==> config.mk <==
export PLATFORM = sky130hd
export DESIGN_NAME = nc_of_m_flaw_qualifier_unit_flat
export DESIGN_NICKNAME = d
export VERILOG_FILES = /design/src/hw/rtl/ncq_pkg.sv /design/src/hw/rtl/ncq_if.sv /design/src/hw/rtl/ncq_ram.sv /design/src/hw/rtl/ncq_cfg.sv /design/src/hw/rtl/ncq_core.sv /design/src/hw/rtl/nc_of_m_flaw_qualifier_unit.sv /design/src/flat_wrapper.sv
export SDC_FILE = /design/constraint.sdc
export NUM_CORES = 1
export LEC_CHECK = 0
export BUFFER_PORTS_ARGS = -buffer_cell sky130_fd_sc_hd__buf_4
export CAP_MARGIN = 40
export CORE_MARGIN = 5
export CORE_UTILIZATION = 48
export CTS_CLUSTER_SIZE = 30
export DETAILED_ROUTE_END_ITERATION = 8
export GPL_ROUTABILITY_DRIVEN = 0
export SLEW_MARGIN = 20
export SYNTH_ARGS = -nofsm -noshare
export SYNTH_HDL_FRONTEND = slang
export SYNTH_SLANG_ARGS = --single-unit
==> constraint.sdc <==
create_clock -name clk -period 16.48 [get_ports clk]
set_input_delay 0.824 -clock clk [delete_from_list [all_inputs] [get_ports clk]]
set_output_delay 0.824 -clock clk [all_outputs]
set_load 0.01 [all_outputs]
==> src/hw/rtl/ncq_pkg.sv <==
// Shared types, constants and helpers for the N-of-M flaw qualifier.
// No dependencies; every other file of the block but ncq_ram imports this package.
package ncq_pkg;

  localparam int MAX_WINDOW = 16;
  localparam int WIN_W      = (MAX_WINDOW > 1) ? $clog2(MAX_WINDOW) : 1;
  localparam int SLOTS      = 2 ** WIN_W;
  localparam int NUM_CHAN   = 2;
  localparam int ADDR_W     = WIN_W + 1;
  localparam int RAM_DEPTH  = NUM_CHAN * SLOTS;
  localparam int CNT_W      = $clog2(MAX_WINDOW + 1);

  localparam int AMP_W      = 8;
  localparam int NEED_W     = 5;
  localparam int WIN_REG_W  = 5;
  localparam int CFG_IDX_W  = 3;
  localparam int CFG_DATA_W = 8;

  typedef logic [WIN_W-1:0]  slot_t;
  typedef logic [ADDR_W-1:0] addr_t;
  typedef logic [CNT_W-1:0]  count_t;
  typedef logic [AMP_W-1:0]  amp_t;

  // operation codes
  localparam logic [1:0] OP_SAMPLE     = 2'd0;
  localparam logic [1:0] OP_CLEAR      = 2'd1;
  localparam logic [1:0] OP_RESET_PEAK = 2'd2;

  // configuration register indexes
  localparam logic [CFG_IDX_W-1:0] REG_NEED_INNER   = 3'd0;
  localparam logic [CFG_IDX_W-1:0] REG_THR_INNER    = 3'd1;
  localparam logic [CFG_IDX_W-1:0] REG_WINDOW_INNER = 3'd2;
  localparam logic [CFG_IDX_W-1:0] REG_NEED_OUTER   = 3'd3;
  localparam logic [CFG_IDX_W-1:0] REG_THR_OUTER    = 3'd4;
  localparam logic [CFG_IDX_W-1:0] REG_WINDOW_OUTER = 3'd5;

  localparam logic [NEED_W-1:0]    NEED_RESET   = 5'd1;
  localparam amp_t                 THR_RESET    = 8'd20;
  localparam logic [WIN_REG_W-1:0] WINDOW_RESET = 5'd1;
  localparam amp_t                 THR_MIN      = 8'd3;
  localparam amp_t                 THR_FLOOR    = 8'd2;
  localparam int                   NEAR_MARGIN  = 2;

  // x*4/5 as (4x * 205) >> 10, exact for 4x below 1024
  localparam int FIFTH_MUL   = 205;
  localparam int FIFTH_SHIFT = 10;
  localparam int PROD_W      = AMP_W + 2 + 8;

  typedef struct packed {
    logic [NEED_W-1:0]    need_count;
    amp_t                 threshold;
    logic [WIN_REG_W-1:0] window;
  } chan_cfg_t;

  // last valid slot index of the effective window
  function automatic slot_t last_slot(input logic [WIN_REG_W-1:0] window);
    int w;
    w = int'(window);
    if (w == 0) w = 1;
    if (w > MAX_WINDOW) w = MAX_WINDOW;
    return slot_t'(w - 1);
  endfunction

  function automatic amp_t four_fifths(input amp_t thr);
    logic [PROD_W-1:0] prod;
    prod = PROD_W'({thr, 2'b00}) * PROD_W'(FIFTH_MUL);
    return prod[FIFTH_SHIFT +: AMP_W];
  endfunction

endpackage

==> src/hw/rtl/ncq_if.sv <==
// Valid/ready channel interfaces for the qualifier's input and result streams.
// Depends on ncq_pkg for field widths.
interface ncq_in_if import ncq_pkg::*; ();
  logic       valid;
  logic       ready;
  logic [1:0] operation;
  logic       channel_select;
  amp_t       amplitude;

  modport source (output valid, operation, channel_select, amplitude, input ready);
  modport sink   (input valid, operation, channel_select, amplitude, output ready);
endinterface

interface ncq_out_if import ncq_pkg::*; ();
  logic valid;
  logic ready;
  amp_t peak_hold;
  amp_t window_reading;
  logic qualified;

  modport source (output valid, peak_hold, window_reading, qualified, input ready);
  modport sink   (input valid, peak_hold, window_reading, qualified, output ready);
endinterface

==> src/hw/rtl/ncq_ram.sv <==
// Generic single-write, single-read synchronous RAM with registered read data.
// No dependencies.
module ncq_ram #(
  parameter int WIDTH = 8,
  parameter int DEPTH = 32
) (
  input  logic                     clk,
  input  logic                     we,
  input  logic [$clog2(DEPTH)-1:0] waddr,
  input  logic [WIDTH-1:0]         wdata,
  input  logic [$clog2(DEPTH)-1:0] raddr,
  output logic [WIDTH-1:0]         rdata
);

  logic [WIDTH-1:0] mem [DEPTH];

  always_ff @(posedge clk) begin
    if (we) begin
      mem[waddr] <= wdata;
    end
    rdata <= mem[raddr];
  end

endmodule

==> src/hw/rtl/ncq_cfg.sv <==
// Configuration register file: need count, threshold and window per channel.
// Depends on ncq_pkg.
module ncq_cfg import ncq_pkg::*; (
  input  logic                  clk,
  input  logic                  rst,
  input  logic                  cfg_we,
  input  logic [CFG_IDX_W-1:0]  cfg_index,
  input  logic [CFG_DATA_W-1:0] cfg_data,
  output chan_cfg_t [NUM_CHAN-1:0] chan_cfg
);

  amp_t thr_clamped;
  assign thr_clamped = (cfg_data < THR_MIN) ? THR_FLOOR : cfg_data;

  always_ff @(posedge clk) begin
    if (rst) begin
      for (int c = 0; c < NUM_CHAN; c++) begin
        chan_cfg[c].need_count <= NEED_RESET;
        chan_cfg[c].threshold  <= THR_RESET;
        chan_cfg[c].window     <= WINDOW_RESET;
      end
    end else if (cfg_we) begin
      unique case (cfg_index)
        REG_NEED_INNER:   chan_cfg[0].need_count <= cfg_data[NEED_W-1:0];
        REG_THR_INNER:    chan_cfg[0].threshold  <= thr_clamped;
        REG_WINDOW_INNER: chan_cfg[0].window     <= cfg_data[WIN_REG_W-1:0];
        REG_NEED_OUTER:   chan_cfg[1].need_count <= cfg_data[NEED_W-1:0];
        REG_THR_OUTER:    chan_cfg[1].threshold  <= thr_clamped;
        REG_WINDOW_OUTER: chan_cfg[1].window     <= cfg_data[WIN_REG_W-1:0];
        default: ;
      endcase
    end
  end

endmodule

==> src/hw/rtl/ncq_core.sv <==
// Window store and scan sequencer: writes each sample of an enabled channel into the cell RAM, then
// reads the channel's window back one cell a cycle to count hits and find the max.
// Depends on ncq_pkg, ncq_if and ncq_ram.
module ncq_core import ncq_pkg::*; (
  input  logic                     clk,
  input  logic                     rst,
  input  chan_cfg_t [NUM_CHAN-1:0] chan_cfg,
  ncq_in_if.sink                   item,
  ncq_out_if.source                result
);

  typedef enum logic [1:0] {S_IDLE, S_SCAN, S_DRAIN, S_RESULT} state_t;

  state_t     state;
  logic [1:0] op_q;
  logic       ch_q;
  logic       active_q;
  slot_t      idx;
  slot_t      last_idx;
  logic       rd_pend;
  logic       rd_vbit;
  count_t     count;
  amp_t       maxv;
  slot_t      write_slot [NUM_CHAN];
  amp_t       held_peak [NUM_CHAN];
  logic [SLOTS-1:0] cell_valid [NUM_CHAN];

  logic res_valid;
  amp_t res_peak;
  amp_t res_reading;
  logic res_qual;

  // accept-side decode
  logic      accept;
  logic      ch_in;
  chan_cfg_t cfg_in;
  slot_t     last_in;
  slot_t     slot_in;
  slot_t     slot_after;
  logic      sample_in;

  assign accept    = item.valid && item.ready;
  assign ch_in     = item.channel_select;
  assign cfg_in    = chan_cfg[ch_in];
  assign last_in   = last_slot(cfg_in.window);
  // a stale slot beyond a shrunken window restarts at slot 0
  assign slot_in    = (write_slot[ch_in] > last_in) ? '0 : write_slot[ch_in];
  assign slot_after = (slot_in == last_in) ? '0 : slot_in + slot_t'(1);
  assign sample_in  = (item.operation == OP_SAMPLE) && (cfg_in.need_count != '0);

  // cell RAM
  addr_t ram_raddr;
  amp_t  ram_rdata;

  assign ram_raddr = {ch_q, idx};

  ncq_ram #(
    .WIDTH(AMP_W),
    .DEPTH(RAM_DEPTH)
  ) u_cells (
    .clk  (clk),
    .we   (accept && sample_in),
    .waddr({ch_in, slot_in}),
    .wdata(item.amplitude),
    .raddr(ram_raddr),
    .rdata(ram_rdata)
  );

  // accumulation on returning read data; never-written cells read as zero
  amp_t cell_amp;
  logic hit;
  assign cell_amp = rd_vbit ? ram_rdata : '0;
  assign hit      = cell_amp >= chan_cfg[ch_q].threshold;

  // result evaluation
  amp_t thr_q;
  logic qual;
  logic near;
  amp_t reading;
  amp_t new_peak;

  assign thr_q    = chan_cfg[ch_q].threshold;
  assign qual     = int'(count) >= int'(chan_cfg[ch_q].need_count);
  assign near     = ({1'b0, maxv} + 9'(NEAR_MARGIN)) >= {1'b0, thr_q};
  assign reading  = qual ? maxv : (near ? four_fifths(thr_q) : maxv);
  assign new_peak = (reading > held_peak[ch_q]) ? reading : held_peak[ch_q];

  assign item.ready = (state == S_IDLE);

  always_ff @(posedge clk) begin
    if (rst) begin
      state     <= S_IDLE;
      rd_pend   <= 1'b0;
      res_valid <= 1'b0;
      for (int c = 0; c < NUM_CHAN; c++) begin
        write_slot[c] <= '0;
        held_peak[c]  <= '0;
        cell_valid[c] <= '0;
      end
    end else begin
      rd_pend <= (state == S_SCAN);
      rd_vbit <= cell_valid[ch_q][idx];

      if (rd_pend) begin
        if (hit) count <= count + count_t'(1);
        if (cell_amp > maxv) maxv <= cell_amp;
      end

      // a result loaded at this edge is handled in S_RESULT
      if (res_valid && result.ready && state != S_RESULT) begin
        res_valid <= 1'b0;
      end

      unique case (state)
        S_IDLE: begin
          if (accept) begin
            op_q     <= item.operation;
            ch_q     <= ch_in;
            active_q <= sample_in;
            idx      <= '0;
            last_idx <= last_in;
            count    <= '0;
            maxv     <= '0;
            if (item.operation == OP_CLEAR) begin
              cell_valid[ch_in] <= '0;
            end
            if (item.operation == OP_RESET_PEAK) begin
              held_peak[ch_in] <= '0;
            end
            if (sample_in) begin
              cell_valid[ch_in][slot_in] <= 1'b1;
              write_slot[ch_in]          <= slot_after;
              state                      <= S_SCAN;
            end else begin
              state <= S_RESULT;
            end
          end
        end
        S_SCAN: begin
          idx <= idx + slot_t'(1);
          if (idx == last_idx) state <= S_DRAIN;
        end
        S_DRAIN: begin
          state <= S_RESULT;
        end
        S_RESULT: begin
          if (!res_valid || result.ready) begin
            res_valid <= 1'b1;
            state     <= S_IDLE;
            if (active_q) begin
              held_peak[ch_q] <= new_peak;
              res_peak        <= new_peak;
              res_reading     <= reading;
              res_qual        <= qual;
            end else begin
              // disabled sample reports all zero; other operations the held peak
              res_peak    <= (op_q == OP_SAMPLE) ? '0 : held_peak[ch_q];
              res_reading <= '0;
              res_qual    <= 1'b0;
            end
          end
        end
        default: state <= S_IDLE;
      endcase
    end
  end

  assign result.valid          = res_valid;
  assign result.peak_hold      = res_peak;
  assign result.window_reading = res_reading;
  assign result.qualified      = res_qual;

  a_scan_in_range: assert property (@(posedge clk) disable iff (rst)
    state == S_SCAN |-> idx <= last_idx)
    else $error("scan index ran past the window");

  a_read_follows_scan: assert property (@(posedge clk) disable iff (rst)
    rd_pend |-> $past(state == S_SCAN))
    else $error("read data flagged without a scan read");

  a_peak_covers_reading: assert property (@(posedge clk) disable iff (rst)
    res_valid |-> res_peak >= res_reading)
    else $error("held peak below the reported reading");

  a_qualified_nonzero: assert property (@(posedge clk) disable iff (rst)
    res_valid && res_qual |-> res_reading >= THR_FLOOR)
    else $error("qualified reading below any legal threshold");

endmodule

==> src/hw/rtl/nc_of_m_flaw_qualifier_unit.sv <==
// N-of-M flaw qualifier, top level: two gate channels (inner, outer), each with a
// window of up to 16 recent amplitudes held in one shared cell RAM. A sample
// transaction writes its cell, then the window of w cells, w being the effective
// window (1 to 16), is read back one cell per cycle through the RAM's single read
// port before the result is loaded; clear, reset-peak and disabled-channel
// transactions go straight to the result. One transaction is in flight at a time;
// the result register lets the next transaction be accepted while a result still
// waits. Clearing after reset or on a clear transaction is immediate: cells never
// written since read as zero. Configuration writes are taken every cycle.
// Depends on ncq_pkg, ncq_if, ncq_cfg and ncq_core.
module nc_of_m_flaw_qualifier_unit import ncq_pkg::*; (
  input  logic                  clk,
  input  logic                  rst,
  input  logic                  cfg_we,
  input  logic [CFG_IDX_W-1:0]  cfg_index,
  input  logic [CFG_DATA_W-1:0] cfg_data,
  ncq_in_if.sink                item,
  ncq_out_if.source             result
);

  chan_cfg_t [NUM_CHAN-1:0] chan_cfg;

  ncq_cfg u_cfg (
    .clk      (clk),
    .rst      (rst),
    .cfg_we   (cfg_we),
    .cfg_index(cfg_index),
    .cfg_data (cfg_data),
    .chan_cfg (chan_cfg)
  );

  ncq_core u_core (
    .clk     (clk),
    .rst     (rst),
    .chan_cfg(chan_cfg),
    .item    (item),
    .result  (result)
  );

endmodule
==> src/flat_wrapper.sv <==
// flat-port wrapper written by rule: the top's interface ports become plain ports
module nc_of_m_flaw_qualifier_unit_flat import ncq_pkg::*;
  (clk, rst, cfg_we, cfg_index, cfg_data, item_valid, item_operation, item_channel_select, item_amplitude, item_ready, result_valid, result_peak_hold, result_window_reading, result_qualified, result_ready);
  ncq_in_if item_i ();
  ncq_out_if result_i ();
  input  logic clk;
  input  logic rst;
  input  logic cfg_we;
  input  logic [CFG_IDX_W-1:0] cfg_index;
  input  logic [CFG_DATA_W-1:0] cfg_data;
  input wire logic [$bits(item_i.valid)-1:0] item_valid;
  input wire logic [$bits(item_i.operation)-1:0] item_operation;
  input wire logic [$bits(item_i.channel_select)-1:0] item_channel_select;
  input wire logic [$bits(item_i.amplitude)-1:0] item_amplitude;
  output wire logic [$bits(item_i.ready)-1:0] item_ready;
  output wire logic [$bits(result_i.valid)-1:0] result_valid;
  output wire logic [$bits(result_i.peak_hold)-1:0] result_peak_hold;
  output wire logic [$bits(result_i.window_reading)-1:0] result_window_reading;
  output wire logic [$bits(result_i.qualified)-1:0] result_qualified;
  input wire logic [$bits(result_i.ready)-1:0] result_ready;
  assign item_i.valid = item_valid;
  assign item_i.operation = item_operation;
  assign item_i.channel_select = item_channel_select;
  assign item_i.amplitude = item_amplitude;
  assign item_ready = item_i.ready;
  assign result_valid = result_i.valid;
  assign result_peak_hold = result_i.peak_hold;
  assign result_window_reading = result_i.window_reading;
  assign result_qualified = result_i.qualified;
  assign result_i.ready = result_ready;
  nc_of_m_flaw_qualifier_unit u_core (.clk(clk), .rst(rst), .cfg_we(cfg_we), .cfg_index(cfg_index), .cfg_data(cfg_data), .item(item_i), .result(result_i));
endmodule
==> results.ini <==
[cells_and_area]
drive_above_1_share=0.1942
diodes=0
fin_cells=1900
syn2layout_area_growth_pct=12.91
nNetsFinal=1473
fill_cells=3216

[clocking]
ctsResizeCount=0
h-tree-depth=2
clk_latency_ns=0.59
hold_buffers=0
cts_tree=built
postCtsSetupRepairBufs=0
cts.clk_slew.worst_paths_ns=0.05
clock_sinks=404
cts_buffers=45
clockRootBuffer=clkbuf_16
cts.path.max_buffers=3

[power_and_ir_drop]
swShare=0.2806
clockPowerShare=0.356
pwr-share-comb=0.222
total_leakage_power_nw=7.661
p_int_mw=2.039
p_seq_frac=0.422
ir_drop_v=0.0001123
p_sw_mw=0.7956
power_per_cell_area_mw_per_mm2=131.3

[setup_path]
cp.required_ns=16.88
worstReg2RegStart=u_core.u_core.ch_q
cp_slowest_cell=edfxtp_1
critical_path.startpoint=u_core.u_core.ch_q
cp_num_buf_inv=5
crit_family=adder cells
worstPathArrival_ns=7.65
worstPathMaxFanout=21
start_kind=flop
worstSetupEndpointType=flop
cpPeakStageDelay_ns=0.58
crit_type=reg2reg

[placement]
post-place-cells=1811
port_buffers=45
hpwl_mm=28.48

[hold_path]
worstHoldPathType=reg2reg
hold_path_startpoint=u_core.u_cfg.chan_cfg[9]

[global_route]
antenna_found_initial=0
grt_pass1_wl_mm=66.39
grt_pass1_vias=11051
grt_max_degree=41
track_usage=0.1964
grt_overflow=0

[synthesis]
synth_seq_cells=404
synth.yosys.warnings=0
ys_seq_area_frac=0.6087
synth.most_common_cell=edfxtp_1
synth_async_sr_flop_share=0
ys.flop_type=edfxtp_1
ys_types=65
synth.area.top_cells=edfxtp_1 56%, mux4_2 11%, ha_1 6.3%
synth.top_cell.area_share=0.5574
netlist_area_sq_mm=0.01912
synth_edf_count=355
syn_avg_cell_area_sq_um=14.89
ys_top_cells_by_count=355 x edfxtp_1, 126 x nor2_1, 96 x ha_1, 90 x mux4_2, 67 x mux2i_1
synth_top_area_cell=edfxtp_1
synthCells=1284
syn-num-nets=1417

[timing]
fin_crit_ns=7.249
report.final.slew_viol_count=0
rsz0062_at_grt=false
fin_skew_ns=0.02390
worst_pin_slew_ns=0.8569
slew-limit-headroom=0.4266
clock.fmax_mhz=138.0
holdWs_ns=0.4781
fin_tns_setup_ns=0
period_share=0.4398
setup_violations=0
hold_viol_final=0

[die]
die_h_microns=209.6
die_w_microns=209.6
row_count=73
io_pins=46
die_area_sq_mm=0.04393
start_util=0.4835
core_area_sq_mm=0.03955

[routing]
drt-vias-per-instance=5.668
detail-route-antenna-nets=0
drtPass1Iterations=7
num_vias=10769
post-route-drc-count=0
wl_per_cell_microns=22.43
drtIter0Drc=887
wl_mm=42.62

[run]
drv_cap=0

[outcome]
outcome=finished, final reports clean

[power by group through the flow]
stage	Sequential (mW)	Clock (mW)	Combinational (mW)
after detailed placement	1.22	0	0.633
final	1.20	1.01	0.629
after CTS	1.20	1.03	0.637
after global placement	1.22	0	0.623
after global routing	1.20	1.08	0.693
after floorplan	1.21	0	0.457
[layout by cell type (no fill, tap or decap), types with 8 or more instances in the layout]
| cell type | count |
|---|---|
| a21oi_1 | 30 |
| nand3_1 | 24 |
| nand4_1 | 12 |
| nand2_1 | 39 |
| ha_1 | 96 |
| xnor2_1 | 15 |
| mux2i_1 | 67 |
| nor3_1 | 22 |
| clkinv_2 | 10 |
| a211oi_1 | 11 |
| o21ai_0 | 46 |
| fa_1 | 10 |
| dfxtp_1 | 49 |
| and2_1 | 18 |
| nor2_1 | 126 |
| inv_1 | 59 |
| nand2b_1 | 10 |
| mux2_2 | 15 |
| buf_4 | 68 |
| clkbuf_1 | 8 |
| mux4_2 | 90 |
| xor2_1 | 14 |
| edfxtp_1 | 355 |
| clkbuf_16 | 45 |
| nor2b_1 | 19 |
[registers in the layout (all words and copies together), names as in the netlist, named ones only]
register                             flops
u_core.u_cfg.chan_cfg                   36
u_core.u_core.active_q                   1
u_core.u_core.cell_valid                32
u_core.u_core.ch_q                       1
u_core.u_core.count                      5
u_core.u_core.held_peak                 16
u_core.u_core.idx                        4
u_core.u_core.last_idx                   4
u_core.u_core.maxv                       8
u_core.u_core.op_q                       2
u_core.u_core.rd_pend                    1
u_core.u_core.rd_vbit                    1
u_core.u_core.result.peak_hold           8
u_core.u_core.result.qualified           1
u_core.u_core.result.valid               1
u_core.u_core.result.window_reading      8
u_core.u_core.state                      2
u_core.u_core.u_cells.mem              256
u_core.u_core.u_cells.rdata              8
u_core.u_core.write_slot                 8
[worst reg2reg max path: stages, from the launching register on]
cell	delay, ns
edfxtp_1	0.58
buf_4	0.39
mux2i_1	0.45
inv_1	0.19
ha_1	0.36
ha_1	0.33
fa_1	0.54
inv_1	0.05
fa_1	0.53
inv_1	0.04
ha_1	0.31
or3_1	0.35
a21oi_1	0.21
a211oi_2	0.11
o21a_2	0.23
o21a_1	0.17
o41a_1	0.42
inv_1	0.09
ha_1	0.26
nand4_1	0.08
nor2_1	0.06
a211oi_1	0.29
or2_2	0.31
nand2_1	0.17
o32a_1	0.39
a21oi_1	0.17
[routing by layer]
metal  wire length, microns  global-route usage  part of all wire
met1                  18910              0.2715              0.44
met2                  21300              0.3314              0.50
met3                   1503             0.02407             0.035
met4                    909             0.05626             0.021
met5                      0                   0                 0
[path summary, 6_finish.rpt]
kind | endpoint | depth (start not counted) | slack, ns
max | u_core.u_core.held_peak[1][3] | 25 | 9.23
min | u_core.u_cfg.chan_cfg[9] | 2 | 0.48
max reg2reg | u_core.u_core.held_peak[1][3] | 25 | 9.23
min reg2reg | u_core.u_cfg.chan_cfg[9] | 2 | 0.48
[cells by family (layout without fill, tap and decap cells)]
kind of cell    Yosys count  after routing  synth area share
flops                   404            404            0.6087
xor+xnor                 29             29           0.01328
simple gates            306            306           0.07904
compound gates          145            145           0.05051
buf+inv                 122            213           0.02526
fa+ha+maj               106            106           0.07328
mux                     172            172            0.1499
[area by class of cell]
class / count / area, sq um / area share
clock inverter: 26 / 297.8 / 0.01379
timing repair buffer: 71 / 563.0 / 0.02608
inverter: 60 / 225.2 / 0.01043
sequential: 404 / 11640 / 0.5391
multi-input combinational: 758 / 7010 / 0.3247
clock buffer: 56 / 1197 / 0.05546
tap: 525 / 656.9 / 0.03042
[through the flow]
step | worst slack (ns) | cell area [sq um] | total power, mW | utilization
2_1_floorplan | 9.873 | 19120 | 1.663 | -
3_3_place_gp | 9.438 | 19980 | 1.839 | 0.5051
3_5_place_dp | 9.121 | 20050 | 1.852 | 0.5069
4_1_cts | 9.062 | 21540 | 2.867 | 0.5447
5_1_grt | 8.808 | 21590 | 2.970 | 0.5460
6_report | 9.231 | 21590 | 2.835 | 0.5460
(Power assumes the default switching activity.)
